$ cat src/sv/krt_pkg.sv
// Package with the types, codes and constants of the keyed record table.
package krt_pkg;
    localparam int KEY_W     = 32;
    localparam int PAYLOAD_W = 64;
    localparam int OP_W      = 3;
    localparam int POS_W     = 6;
    localparam int COUNT_W   = 7;
    localparam int DEPTH_DEFAULT = 64;

    typedef enum logic [OP_W-1:0] {
        OP_APPEND = 3'd0,
        OP_FRONT  = 3'd1,
        OP_SORTED = 3'd2,
        OP_DELETE = 3'd3,
        OP_FIND   = 3'd4,
        OP_CLEAR  = 3'd5,
        OP_SORT   = 3'd6,
        OP_NONE   = 3'd7
    } op_t;

    localparam logic [1:0] ST_OK      = 2'd0;
    localparam logic [1:0] ST_FULL    = 2'd1;
    localparam logic [1:0] ST_MISSING = 2'd2;

    // Datapath commands from the controller.
    typedef struct packed {
        logic rd;
        logic wr;
        logic wr_src_new;   // write the new record instead of the write data
    } dp_cmd_t;
endpackage

$ cat src/sv/krt_datapath.sv
// Record memory of the keyed record table with one write and one read port.
module krt_datapath #(
    parameter int DEPTH = krt_pkg::DEPTH_DEFAULT,
    parameter int IDX_W = $clog2(DEPTH)
) (
    input  logic                        aclk,
    input  krt_pkg::dp_cmd_t            cmd,
    input  logic [IDX_W-1:0]            rd_idx,
    input  logic [IDX_W-1:0]            wr_idx,
    input  logic [krt_pkg::KEY_W-1:0]   new_key,
    input  logic [krt_pkg::PAYLOAD_W-1:0] new_payload,
    input  logic [krt_pkg::KEY_W-1:0]   wr_key,
    input  logic [krt_pkg::PAYLOAD_W-1:0] wr_payload,
    output logic [krt_pkg::KEY_W-1:0]   rd_key,
    output logic [krt_pkg::PAYLOAD_W-1:0] rd_payload
);
    import krt_pkg::*;

    logic [KEY_W-1:0]     key_mem [DEPTH];
    logic [PAYLOAD_W-1:0] pay_mem [DEPTH];

    always_ff @(posedge aclk) begin
        if (cmd.wr) begin
            key_mem[wr_idx] <= cmd.wr_src_new ? new_key : wr_key;
            pay_mem[wr_idx] <= cmd.wr_src_new ? new_payload : wr_payload;
        end
        if (cmd.rd) begin
            rd_key     <= key_mem[rd_idx];
            rd_payload <= pay_mem[rd_idx];
        end
    end
endmodule

$ cat src/sv/krt_ctrl.sv
// Controller of the keyed record table: operation sequencer and counters.
module krt_ctrl #(
    parameter int DEPTH = krt_pkg::DEPTH_DEFAULT,
    parameter int IDX_W = $clog2(DEPTH),
    parameter int CNT_W = $clog2(DEPTH + 1)
) (
    input  logic                          aclk,
    input  logic                          aresetn,
    input  logic                          in_valid,
    output logic                          in_ready,
    input  logic [krt_pkg::OP_W-1:0]      in_op,
    input  logic [krt_pkg::KEY_W-1:0]     in_key,
    input  logic [krt_pkg::PAYLOAD_W-1:0] in_payload,
    output logic                          out_valid,
    input  logic                          out_ready,
    output logic [1:0]                    out_status,
    output logic [krt_pkg::POS_W-1:0]     out_pos,
    output logic [krt_pkg::COUNT_W-1:0]   out_count,
    output krt_pkg::dp_cmd_t              cmd,
    output logic [IDX_W-1:0]              rd_idx,
    output logic [IDX_W-1:0]              wr_idx,
    output logic [krt_pkg::KEY_W-1:0]     new_key,
    output logic [krt_pkg::PAYLOAD_W-1:0] new_payload,
    output logic [krt_pkg::KEY_W-1:0]     wr_key,
    output logic [krt_pkg::PAYLOAD_W-1:0] wr_payload,
    input  logic [krt_pkg::KEY_W-1:0]     rd_key,
    input  logic [krt_pkg::PAYLOAD_W-1:0] rd_payload
);
    import krt_pkg::*;

    typedef enum logic [13:0] {
        S_IDLE      = 14'b00000000000001,
        S_DISPATCH  = 14'b00000000000010,
        S_SCAN_RD   = 14'b00000000000100,
        S_SCAN_CK   = 14'b00000000001000,
        S_SHUP_INIT = 14'b00000000010000,
        S_SHUP      = 14'b00000000100000,
        S_PUT       = 14'b00000001000000,
        S_SHDN_INIT = 14'b00000010000000,
        S_SHDN      = 14'b00000100000000,
        S_SORT_INIT = 14'b00001000000000,
        S_SORT_LOAD = 14'b00010000000000,
        S_SORT_CMP  = 14'b00100000000000,
        S_SORT_END  = 14'b01000000000000,
        S_DONE      = 14'b10000000000000
    } state_t;

    state_t state_reg, state_next;
    logic [CNT_W-1:0] count_reg, count_next;
    logic [CNT_W-1:0] i_reg, i_next;       // walking index
    logic [CNT_W-1:0] lim_reg, lim_next;   // last index of the bubble pass
    logic             swp_reg, swp_next;   // swap seen in this pass
    logic [CNT_W-1:0] pos_reg, pos_next;
    logic [1:0]       status_reg, status_next;
    op_t              op_reg, op_next;
    logic [KEY_W-1:0]     key_reg, hk_reg, hk_next;
    logic [PAYLOAD_W-1:0] pay_reg, hp_reg, hp_next;
    logic             ovalid_reg, ovalid_next;
    logic [1:0]       ost_reg;
    logic [POS_W-1:0] opos_reg;
    logic [COUNT_W-1:0] ocnt_reg;
    logic             wr_from_held;
    logic             load_out;
    logic [KEY_W-1:0] cmp_ref;
    logic             key_lt, key_eq;

    assign cmp_ref = (state_reg == S_SORT_CMP) ? hk_reg : key_reg;

    krt_ctrl_fix u_cmp (
        .a(rd_key), .b(cmp_ref), .lt(key_lt), .eq(key_eq)
    );

    assign new_key     = key_reg;
    assign new_payload = pay_reg;
    assign wr_key      = wr_from_held ? hk_reg : rd_key;
    assign wr_payload  = wr_from_held ? hp_reg : rd_payload;
    assign in_ready    = (state_reg == S_IDLE);
    assign out_valid   = ovalid_reg;
    assign out_status  = ost_reg;
    assign out_pos     = opos_reg;
    assign out_count   = ocnt_reg;

    // The key walk compares the entry that was read in the cycle before. The
    // bubble pass carries the larger entry in the held register and writes
    // the smaller one back.
    always_comb begin
        state_next   = state_reg;
        count_next   = count_reg;
        i_next       = i_reg;
        lim_next     = lim_reg;
        swp_next     = swp_reg;
        pos_next     = pos_reg;
        status_next  = status_reg;
        op_next      = op_reg;
        hk_next      = hk_reg;
        hp_next      = hp_reg;
        cmd          = '0;
        rd_idx       = i_reg[IDX_W-1:0];
        wr_idx       = i_reg[IDX_W-1:0];
        wr_from_held = 1'b0;
        load_out     = 1'b0;
        unique case (state_reg)
            S_IDLE: begin
                if (in_valid) begin
                    op_next     = op_t'(in_op);
                    status_next = ST_OK;
                    pos_next    = '0;
                    i_next      = '0;
                    state_next  = S_DISPATCH;
                end
            end
            S_DISPATCH: begin
                unique case (op_reg) inside
                    OP_APPEND, OP_FRONT, OP_SORTED: begin
                        if (count_reg == CNT_W'(DEPTH)) begin
                            status_next = ST_FULL;
                            state_next  = S_DONE;
                        end else if (op_reg == OP_APPEND) begin
                            pos_next   = count_reg;
                            state_next = S_PUT;
                        end else if (op_reg == OP_FRONT) begin
                            state_next = S_SHUP_INIT;
                        end else if (count_reg > CNT_W'(1)) begin
                            lim_next   = count_reg - CNT_W'(1);
                            swp_next   = 1'b0;
                            state_next = S_SORT_INIT;
                        end else begin
                            state_next = S_SCAN_RD;
                        end
                    end
                    OP_DELETE, OP_FIND: state_next = S_SCAN_RD;
                    OP_CLEAR: begin
                        count_next = '0;
                        state_next = S_DONE;
                    end
                    OP_SORT: begin
                        if (count_reg > CNT_W'(1)) begin
                            lim_next   = count_reg - CNT_W'(1);
                            swp_next   = 1'b0;
                            state_next = S_SORT_INIT;
                        end else begin
                            state_next = S_DONE;
                        end
                    end
                    default: state_next = S_DONE;
                endcase
            end
            S_SCAN_RD: begin
                if (i_reg >= count_reg) begin
                    if (op_reg == OP_SORTED) begin
                        pos_next   = count_reg;
                        state_next = S_SHUP_INIT;
                    end else begin
                        status_next = ST_MISSING;
                        state_next  = S_DONE;
                    end
                end else begin
                    cmd.rd     = 1'b1;
                    state_next = S_SCAN_CK;
                end
            end
            S_SCAN_CK: begin
                if ((op_reg == OP_SORTED) ? !key_lt : key_eq) begin
                    pos_next = i_reg;
                    if (op_reg == OP_FIND) begin
                        state_next = S_DONE;
                    end else if (op_reg == OP_DELETE) begin
                        state_next = S_SHDN_INIT;
                    end else begin
                        state_next = S_SHUP_INIT;
                    end
                end else begin
                    i_next     = i_reg + CNT_W'(1);
                    state_next = S_SCAN_RD;
                end
            end
            // Shift up: entry i-1 moves to i, from the top down to the slot.
            S_SHUP_INIT: begin
                if (count_reg == pos_reg) begin
                    state_next = S_PUT;
                end else begin
                    rd_idx     = IDX_W'(count_reg - CNT_W'(1));
                    cmd.rd     = 1'b1;
                    i_next     = count_reg;
                    state_next = S_SHUP;
                end
            end
            S_SHUP: begin
                cmd.wr = 1'b1;
                if ((i_reg - CNT_W'(1)) == pos_reg) begin
                    state_next = S_PUT;
                end else begin
                    rd_idx = IDX_W'(i_reg - CNT_W'(2));
                    cmd.rd = 1'b1;
                    i_next = i_reg - CNT_W'(1);
                end
            end
            S_PUT: begin
                cmd.wr         = 1'b1;
                cmd.wr_src_new = 1'b1;
                wr_idx         = pos_reg[IDX_W-1:0];
                count_next     = count_reg + CNT_W'(1);
                state_next     = S_DONE;
            end
            // Shift down: entry i+1 moves to i, from the removed slot up.
            S_SHDN_INIT: begin
                if ((pos_reg + CNT_W'(1)) >= count_reg) begin
                    count_next = count_reg - CNT_W'(1);
                    state_next = S_DONE;
                end else begin
                    rd_idx     = IDX_W'(pos_reg + CNT_W'(1));
                    cmd.rd     = 1'b1;
                    i_next     = pos_reg;
                    state_next = S_SHDN;
                end
            end
            S_SHDN: begin
                cmd.wr = 1'b1;
                if ((i_reg + CNT_W'(2)) >= count_reg) begin
                    count_next = count_reg - CNT_W'(1);
                    state_next = S_DONE;
                end else begin
                    rd_idx = IDX_W'(i_reg + CNT_W'(2));
                    cmd.rd = 1'b1;
                    i_next = i_reg + CNT_W'(1);
                end
            end
            S_SORT_INIT: begin
                rd_idx     = '0;
                cmd.rd     = 1'b1;
                i_next     = '0;
                state_next = S_SORT_LOAD;
            end
            S_SORT_LOAD: begin
                hk_next    = rd_key;
                hp_next    = rd_payload;
                rd_idx     = IDX_W'(i_reg + CNT_W'(1));
                cmd.rd     = 1'b1;
                state_next = S_SORT_CMP;
            end
            S_SORT_CMP: begin
                cmd.wr = 1'b1;
                if (key_lt) begin
                    swp_next = 1'b1;
                end else begin
                    wr_from_held = 1'b1;
                    hk_next      = rd_key;
                    hp_next      = rd_payload;
                end
                if ((i_reg + CNT_W'(1)) == lim_reg) begin
                    state_next = S_SORT_END;
                end else begin
                    rd_idx = IDX_W'(i_reg + CNT_W'(2));
                    cmd.rd = 1'b1;
                    i_next = i_reg + CNT_W'(1);
                end
            end
            S_SORT_END: begin
                cmd.wr       = 1'b1;
                wr_from_held = 1'b1;
                wr_idx       = lim_reg[IDX_W-1:0];
                if (!swp_reg || lim_reg == CNT_W'(1)) begin
                    i_next     = '0;
                    state_next = (op_reg == OP_SORTED) ? S_SCAN_RD : S_DONE;
                end else begin
                    lim_next   = lim_reg - CNT_W'(1);
                    swp_next   = 1'b0;
                    state_next = S_SORT_INIT;
                end
            end
            S_DONE: begin
                if (!ovalid_reg || out_ready) begin
                    load_out   = 1'b1;
                    state_next = S_IDLE;
                end
            end
            default: state_next = S_IDLE;
        endcase
    end

    assign ovalid_next = load_out | (ovalid_reg & ~out_ready);

    always_ff @(posedge aclk) begin
        if (!aresetn) begin
            state_reg  <= S_IDLE;
            count_reg  <= '0;
            ovalid_reg <= 1'b0;
        end else begin
            state_reg  <= state_next;
            count_reg  <= count_next;
            ovalid_reg <= ovalid_next;
        end
    end

    always_ff @(posedge aclk) begin
        i_reg      <= i_next;
        lim_reg    <= lim_next;
        swp_reg    <= swp_next;
        pos_reg    <= pos_next;
        status_reg <= status_next;
        op_reg     <= op_next;
        hk_reg     <= hk_next;
        hp_reg     <= hp_next;
        if (state_reg == S_IDLE && in_valid) begin
            key_reg <= in_key;
            pay_reg <= in_payload;
        end
        if (load_out) begin
            ost_reg  <= status_reg;
            opos_reg <= POS_W'(pos_reg);
            ocnt_reg <= COUNT_W'(count_reg);
        end
    end
endmodule

$ cat src/sv/krt_ctrl_fix.sv
// Unsigned key comparator shared by the table walks of the controller.
module krt_ctrl_fix (
    input  logic [krt_pkg::KEY_W-1:0] a,
    input  logic [krt_pkg::KEY_W-1:0] b,
    output logic                      lt,
    output logic                      eq
);
    assign lt = (a < b);
    assign eq = (a == b);
endmodule

$ cat src/sv/keyed_record_table.sv
// Top level of the keyed record table.
//  channel | dir | fields (tdata, lowest bit first)
//  s_      | in  | operation[2:0] key[34:3] payload[98:35]
//  m_      | out | status[1:0] position[7:2] entry_count[14:8]
// One word at a time; an append goes through dispatch, put and done before
// the next accept. Find and delete scan each entry with a read and a check
// state, a shift moves one entry per cycle after a setup state, and a sort
// makes up to DEPTH - 1 bubble passes over a shrinking range: it is quadratic.
// Reset is synchronous and clears the count and control; stores keep data.
// A stalled result holds; the next word is taken once the result is loaded.
module keyed_record_table #(
    parameter int DEPTH = krt_pkg::DEPTH_DEFAULT
) (
    input  logic         aclk,
    input  logic         aresetn,
    input  logic         s_tvalid,
    output logic         s_tready,
    input  logic [103:0] s_tdata,   // operation, key, payload
    output logic         m_tvalid,
    input  logic         m_tready,
    output logic [15:0]  m_tdata    // status, position, entry_count
);
    import krt_pkg::*;
    localparam int IDX_W = (DEPTH > 1) ? $clog2(DEPTH) : 1;
    localparam int CNT_W = $clog2(DEPTH + 1);

    dp_cmd_t cmd;
    logic [IDX_W-1:0] rd_idx, wr_idx;
    logic [KEY_W-1:0] new_key, wr_key, rd_key;
    logic [PAYLOAD_W-1:0] new_payload, wr_payload, rd_payload;
    logic [1:0] st;
    logic [POS_W-1:0] pos;
    logic [COUNT_W-1:0] cnt;

    krt_ctrl #(.DEPTH(DEPTH), .IDX_W(IDX_W), .CNT_W(CNT_W)) u_ctrl (
        .aclk, .aresetn,
        .in_valid(s_tvalid), .in_ready(s_tready),
        .in_op(s_tdata[2:0]), .in_key(s_tdata[34:3]), .in_payload(s_tdata[98:35]),
        .out_valid(m_tvalid), .out_ready(m_tready),
        .out_status(st), .out_pos(pos), .out_count(cnt),
        .cmd, .rd_idx, .wr_idx, .new_key, .new_payload, .wr_key, .wr_payload,
        .rd_key, .rd_payload
    );

    krt_datapath #(.DEPTH(DEPTH), .IDX_W(IDX_W)) u_dp (
        .aclk, .cmd, .rd_idx, .wr_idx, .new_key, .new_payload,
        .wr_key, .wr_payload, .rd_key, .rd_payload
    );

    assign m_tdata = {1'b0, cnt, pos, st};
endmodule

$ cat config.mk
export PLATFORM = sky130hd
export DESIGN_NAME = keyed_record_table
export DESIGN_NICKNAME = d
export VERILOG_FILES = /design/src/sv/krt_pkg.sv /design/src/sv/krt_datapath.sv /design/src/sv/krt_ctrl.sv /design/src/sv/krt_ctrl_fix.sv /design/src/sv/keyed_record_table.sv
export SDC_FILE = /design/constraint.sdc
export NUM_CORES = 2
export LEC_CHECK = 0
export ABC_AREA = 1
export BUFFER_PORTS_ARGS = -buffer_cell sky130_fd_sc_hd__buf_2
export CAP_MARGIN = 30
export CORE_MARGIN = 2
export CORE_UTILIZATION = 38
export CTS_BUF_LIST = sky130_fd_sc_hd__clkbuf_4
export CTS_CLUSTER_SIZE = 30
export DETAILED_ROUTE_END_ITERATION = 10
export HOLD_SLACK_MARGIN = 0.02
export SETUP_SLACK_MARGIN = 0.05
export SLEW_MARGIN = 20
export SYNTH_ARGS = -nofsm -noshare
export SYNTH_HDL_FRONTEND = slang
export SYNTH_SLANG_ARGS = --single-unit
$ cat constraint.sdc
create_clock -name aclk -period 5.9 [get_ports aclk]
set_input_delay 1.77 -clock aclk [delete_from_list [all_inputs] [get_ports aclk]]
set_output_delay 1.77 -clock aclk [all_outputs]
set_load 0.02 [all_outputs]
Word level (Yosys, flattened, before mapping). Memories as Yosys holds them, arrays and structs flattened. A register that Yosys moved wholly into a read port is not among the register bits. Index checks and enable logic that the tools add are counted. Widths: inputs -> output; s select.

Memories: 1. Input port bits: 108. Register bits: 128. Logic and storage cells: 203. RAM bits: 2048. Output and inout bits: 18.

Memory list: u_dp.key_mem (words 64, width 32, rd ports 1, clocked after memory_dff 1, write ports 1, line krt_datapath.sv:19) `logic [KEY_W-1:0] key_mem [DEPTH];`.

Add/sub/neg operators: 8. $lt $le $gt $ge: 5. Multiplexer cells: 90. Reductions and logical operators: 27. Bitwise gates (word level): 3. Eq/ne operators: 55.

Operator list (number): $mux 14 (16); $pmux 14 s14 (1); $mux 7 (23); $mux 32 (4); $pmux 32 s2 (1); $pmux 7 s9 (1); $pmux 7 s4 (2); $pmux 14 s3 (1); $pmux 6 s7 (1); $eq 32x32->1 (1); $lt 32x32->1 (1); $mux 6 (5); $pmux 7 s2 (2); $ne 2x2->1 const B (13); $ne 2x1->1 const B (12); $add 7x1->7 const B (3); $eq 7x7->1 (3); $ge 7x7->1 (3); $sub 7x1->7 const B (3); $mux 1 (20); $eq 14x1->1 const B (1); $eq 14x10->1 const B (1); $eq 14x11->1 const B (1); $eq 14x12->1 const B (1); 49 further kinds (68).

Longest topological paths before layout.
Depth after elaboration: 7. Mapped depth: 29. Depth with buffers taken out: 26.

Cells and area by module. A second synthesis with hierarchy kept.

Cell total of the unflattened synthesis: 21492. Area, all modules: 263213.7 µm².

Modules (own cells, without submodules): krt_datapath (seq. area each 187379.7 µm², times used 1, area each 249420.5 µm², cells an instance 20173); krt_ctrl (seq. area each 7467.2 µm², times used 1, area each 12919.9 µm², cells an instance 1177); krt_ctrl_fix (seq. area each 0.0 µm², times used 1, area each 862.1 µm², cells an instance 140); keyed_record_table (seq. area each 0.0 µm², times used 1, area each 11.3 µm², cells an instance 2).

Worst setup path before layout. OpenSTA, ideal clock, no wires.

Kind: reg2reg. Start point: register u_ctrl.state_reg[6]. End point: memory u_dp.key_mem[0][2], data pin. Path slack: 0.745 ns. Cell stages (with the launch flop): 22. Clock period less this slack: 5.155 ns. Arrival time: 4.452 ns. Data required time: 5.197 ns. Path buffers: 3. Setup time: 0.703 ns. Cells stage by stage: dfxtp_1 > nor2_1 > nand2_1 > nor2_4 > nand2_2 > clkbuf_1 > clkbuf_1 > nand2_1 > o21ai_0 > ha_1 > nand2_1 > o21a_1 > or2_2 > a21oi_1 > nor2_1 > a21boi_0 > or2_2 > nand2_1 > buf_1 > a21oi_1 > o21ai_0 > o21ai_0.

Cells in the longest elaborated chain, start to end: 7. Elaborated cells between the ends (all ways): 10. Classes of those cells: order compare: 1; eq/ne: 3; mux: 6.

Ends and longest elaborated chain: start, declared (line krt_ctrl.sv:48) `state_t state_reg, state_next;`; start signal, assigned (line krt_ctrl.sv:289) `state_reg <= state_next;`; $eq 14x12->1 (line krt_ctrl.sv:67, krt_ctrl.sv:102); $mux 32 (line krt_ctrl.sv:67) `assign cmp_ref = (state_reg == S_SORT_CMP) ? hk_reg : key_reg;`; $lt 32x32->1 (line krt_ctrl_fix.sv:8) `assign lt = (a < b);`; $mux 1 (line krt_ctrl.sv:243) `if (key_lt) begin`; $pmux 1 s2 (line krt_ctrl.sv:102) `unique case (state_reg)`; $mux 32 (line krt_ctrl.sv:75) `assign wr_key = wr_from_held ? hk_reg : rd_key;`; $mux 32 (*) (line krt_datapath.sv:24) `key_mem[wr_idx] <= cmd.wr_src_new ? new_key : wr_key;`; end, declared (line krt_datapath.sv:19).

Every way passes the cells marked *; elsewhere a longest branch is shown, timed or not.

Worst setup path after layout.
Start point: register u_ctrl.pos_reg[0]. End point: register u_dp.rd_key[0] (netlist name) (read register of u_dp.key_mem), data pin.

Cells in the longest elaborated chain, start to end: 4. Elaborated cells between the ends (all ways): 12. Classes of those cells: add/sub: 1; order compare: 1; eq/ne: 2; mux: 8.

Ends and longest elaborated chain: start, declared (line krt_ctrl.sv:53) `logic [CNT_W-1:0] pos_reg, pos_next;`; start signal, assigned (line krt_ctrl.sv:299) `pos_reg <= pos_next;`; $add 7x1->7 (line krt_ctrl.sv:207) `if ((pos_reg + CNT_W'(1)) >= count_reg) begin`; $ge 7x7->1 (line krt_ctrl.sv:207); $mux 6 or $mux 1 (tied branches) (line krt_ctrl.sv:207); $pmux 6 s7 or $pmux 1 s7 (tied branches) (line krt_ctrl.sv:102); end, declared (line krt_datapath.sv:14) `output logic [krt_pkg::KEY_W-1:0] rd_key,`.

Several ways; a longest one is shown, not always the timed one. A chain may end at the register's enable or synchronous reset.

==> summary.md <==
| Metric | Value |
|---|---|
| GR Overflow Total | 0 |
| Synth top area cells | edfxtp_1 65%, nand2_1 10%, nand3_1 9.7%, inv_1 3.4%, nand3b_1 3.0% |
| Max cap viols | 0 |
| Startpoint Class | flip-flop |
| Clock-pin slew on the worst setup and hold paths | 0.06 ns |
| Num ports | 126 |
| Minimum clock period | around 5.7 ns |
| Pre-Repair DR Iteration Count | 6 |
| Final core occ | about 44% |
| H-tree Lvls | 6 |
| Residual DRC | 0 |
| Post-place setup slack | ~0.37 ns |
| Largest net degree at the start of global routing | between 100 and 150 |
| Vias after detailed routing | around 75,000 |
| Fmax | approximately 180 MHz |
| Fin cells | about 14,000 |
| Hold Vio Cnt, Final | 0 |
| Fin nets | slightly above 10,000 |
| Status | finished, final reports clean |
| Pwr/cell area | between 300 and 400 nW/um2 |
| Final worst-path setup slack | 0.245 ns |
| Min Hold Slack | between 0.4 and 0.5 ns |
| Yosys cell types | 57 |
| Ys flop type | edfxtp_1 |
| Flops & latches, synth | between 2,000 and 2,500 |
| Combinational fraction of design power | between 10% and 20% |
| Final instance area | between 100,000 and 150,000 um2 |
| CORE AREA | ~260,000 um2 |
| Biggest register | u_dp.key_mem |
| PortBufs | between 50 and 60 |
| Wire length per cell | approximately 23 um |
| Reg power frac | 47.5% |
| Fin Setup TNS | 0 ns |
| Vias in the first global route | about 70,000 |
| Syn nets | between 9,000 and 10,000 |
| First-pass GRT wire length | roughly 460 mm |
| Dpl cell area | 107,000 um2 |
| Starting Density | between 30% and 40% |
| Area share of the largest cell type after synthesis | around 65% |
| Crit end category | flip-flop |
| Worst skew pair latency | 1.35 ns |
| Clk pwr share | between 30% and 40% |
| RSZ-0062 raised after global routing | no |
| Register area share after synthesis | approximately two thirds |
| Power, Total | around 36 mW |
| Hold Path Class | reg2reg |
| Post-synth EDFFs | 2,186 |
| Post-DR vias/cell | approximately 5.3 |
| Num rows | around 190 |
| CTS Hold Bufs | 0 |
| Final HPWL DP | 177 mm |
| Internal Dissipation | between 20 and 30 mW |
| Most frequent cells in the layout | 2,792 x nand2_1, 2,186 x edfxtp_1, 1,937 x nand3_1, 910 x inv_1, 826 x clkbuf_4 |
| WP data required | 7.02 ns |
| Initial antenna violation count | 17 |
| Period utilization | between 90% and 100% |
| Worst EP arrival | around 6.8 ns |
| Ys async rst share | 0% |
| Most common cell after layout, fill and taps aside | nand2_1 |
| Max rail drop VDD | roughly 0.15 mV |
| Placer Congestion | 0.887 |
| Routed Antenna Nets | 0 |
| Buffer depth of the longest clock path | 4 |
| Num CTS Buffers | approximately 580 |
| Synth warn | 0 |
| CTS tree | done |
| Critical path class | reg2reg |
| Share of cells above drive strength 1 | between 10% and 20% |
| Clock sink count | between 2,000 and 2,500 |
| Cells after DPL | ~13,000 |
| Root Driver | clkbuf_4 |
| P&R area growth vs syn | 14.1% |
| Die X | ~520 um |
| Max_slew headroom | between 20% and 30% |
| Die area | around 270,000 um2 |
| Overall fraction of global-route tracks in use | between 20% and 30% |
| # setup viols final | 0 |
| Total Wirelength | about 320 mm |
| Leak Pwr | 45.7 nW |
| DR iter-0 viols | just under 9,000 |
| Largest register FFs | between 2,000 and 2,500 |
| Switching part of the total | about 29% |
| Net switching power | roughly 10 mW |
| Chip Height | a little over 500 um |
| Pins Over Slew Limit | 0 |
| Crit Path Max Fanout | 26 |
| Post-Syn Area per Cell | between 10 and 15 um2 |
| Post-Synthesis Cells | just under 10,000 |
| Cell type with the largest total area after synthesis | edfxtp_1 |
| Worst Skew | 0.138 ns |
| Mapped Area | around 100,000 um2 |
| Least-Margin Pin Slew | roughly 1.1 ns |
| Fill cells | ~25,000 |
[final timing paths]
path,start,end,slack (ns),cells after the start
setup / recovery,u_ctrl.pos_reg[0],u_dp.rd_key[0],0.24,24
hold / removal,u_ctrl.status_reg[1],u_ctrl.out_status[1],0.42,0
setup reg to reg,u_ctrl.pos_reg[0],u_dp.rd_key[0],0.24,24
hold reg to reg,u_ctrl.status_reg[1],u_ctrl.out_status[1],0.42,0
[cells by family after synthesis]
| group | after synthesis | synth area share [%] |
|---|---|---|
| AOI/OAI and AO/OA | 434 | 2.32 |
| xor gates and xnor gates | 22 | 0.207 |
| adders and majority gates | 64 | 0.798 |
| buffers and inverters | 1553 | 6.36 |
| DFF | 2208 | 65.8 |
| other | 1 | 0.00374 |
| and+or+nand+nor | 5410 | 24.5 |
[final cells by class]
class,instances,area (um2),share of cell area [%]
sequential,2208,66100,57.7
multi-input combinational,5931,28900,25.2
clock buffer,826,6200,5.42
timing repair buffer,389,4530,3.96
tap,3515,4400,3.84
inverter,927,3490,3.05
clock inverter,140,905,0.790
antenna,6,15.0,0.0131
[power groups by stage]
| stage | Sequential (mW) | Clock [mW] | Combinational, mW |
|---|---|---|---|
| global route | 17.1 | 14.2 | 6.28 |
| finish | 17.1 | 13.2 | 5.77 |
| detailed placement | 17.5 | 0 | 5.67 |
| floorplan | 17.4 | 0 | 3.53 |
| CTS | 17.1 | 13.5 | 5.69 |
| global placement | 17.5 | 0 | 5.64 |
[synth_stat cells (3+ instances only)]
cell	n
nand2_1	2794
edfxtp_1	2186
nand3_1	1938
inv_1	911
nand3b_1	400
buf_2	350
nor2_1	186
clkbuf_1	153
o21ai_0	149
o21ai_1	146
buf_1	95
a21oi_1	80
ha_1	64
nor3_1	26
dfxtp_1	22
buf_4	21
nand4_1	21
o22ai_1	20
xor2_1	19
inv_2	14
nand2_2	11
a221oi_1	8
nor2_4	6
nor4_1	6
a31oi_1	5
buf_6	5
o21a_1	5
nand2_4	4
nor2_2	4
or2_2	4
nor2_8	3
o211ai_1	3
[timing repair]
item / CTS / global route
buffers inserted: 0 / 0
gates resized for setup: 0 / 1
endpoints found under the setup margin: 0 / 3
[worst max-delay path, cell delays in order, from the launching register on]
cell and delay, ns:
edfxtp_1 0.39, ha_1 0.24, nand3_1 0.14, xor2_1 0.40, inv_1 0.09, ha_1 0.32
nand2_1 0.08, nand2_1 0.05, a21oi_1 0.12, nand3_1 0.30, nand2_1 0.24, nand2_1 0.15
inv_2 0.10, nand4_1 0.22, o21ai_4 0.43, nand2_8 0.32, inv_8 0.36, buf_4 0.41
buf_4 0.36, nand3_1 0.16, nand3_1 0.20, nand3_1 0.10, nand2_1 0.09, nand2_1 0.06
nand2_1 0.12
[layer usage]
| metal | vias to the layer above | track usage, % | share of wire [%] |
|---|---|---|---|
| met5 | - | 0 | 0.0035 |
| met2 | 3779 | 35.6 | 45 |
| met1 | 36000 | 31.0 | 41 |
| li1 | 34100 | - | - |
| met3 | 596 | 4.88 | 10 |
| met4 | 2 | 9.47 | 3.9 |
(Power assumes the default switching activity.)
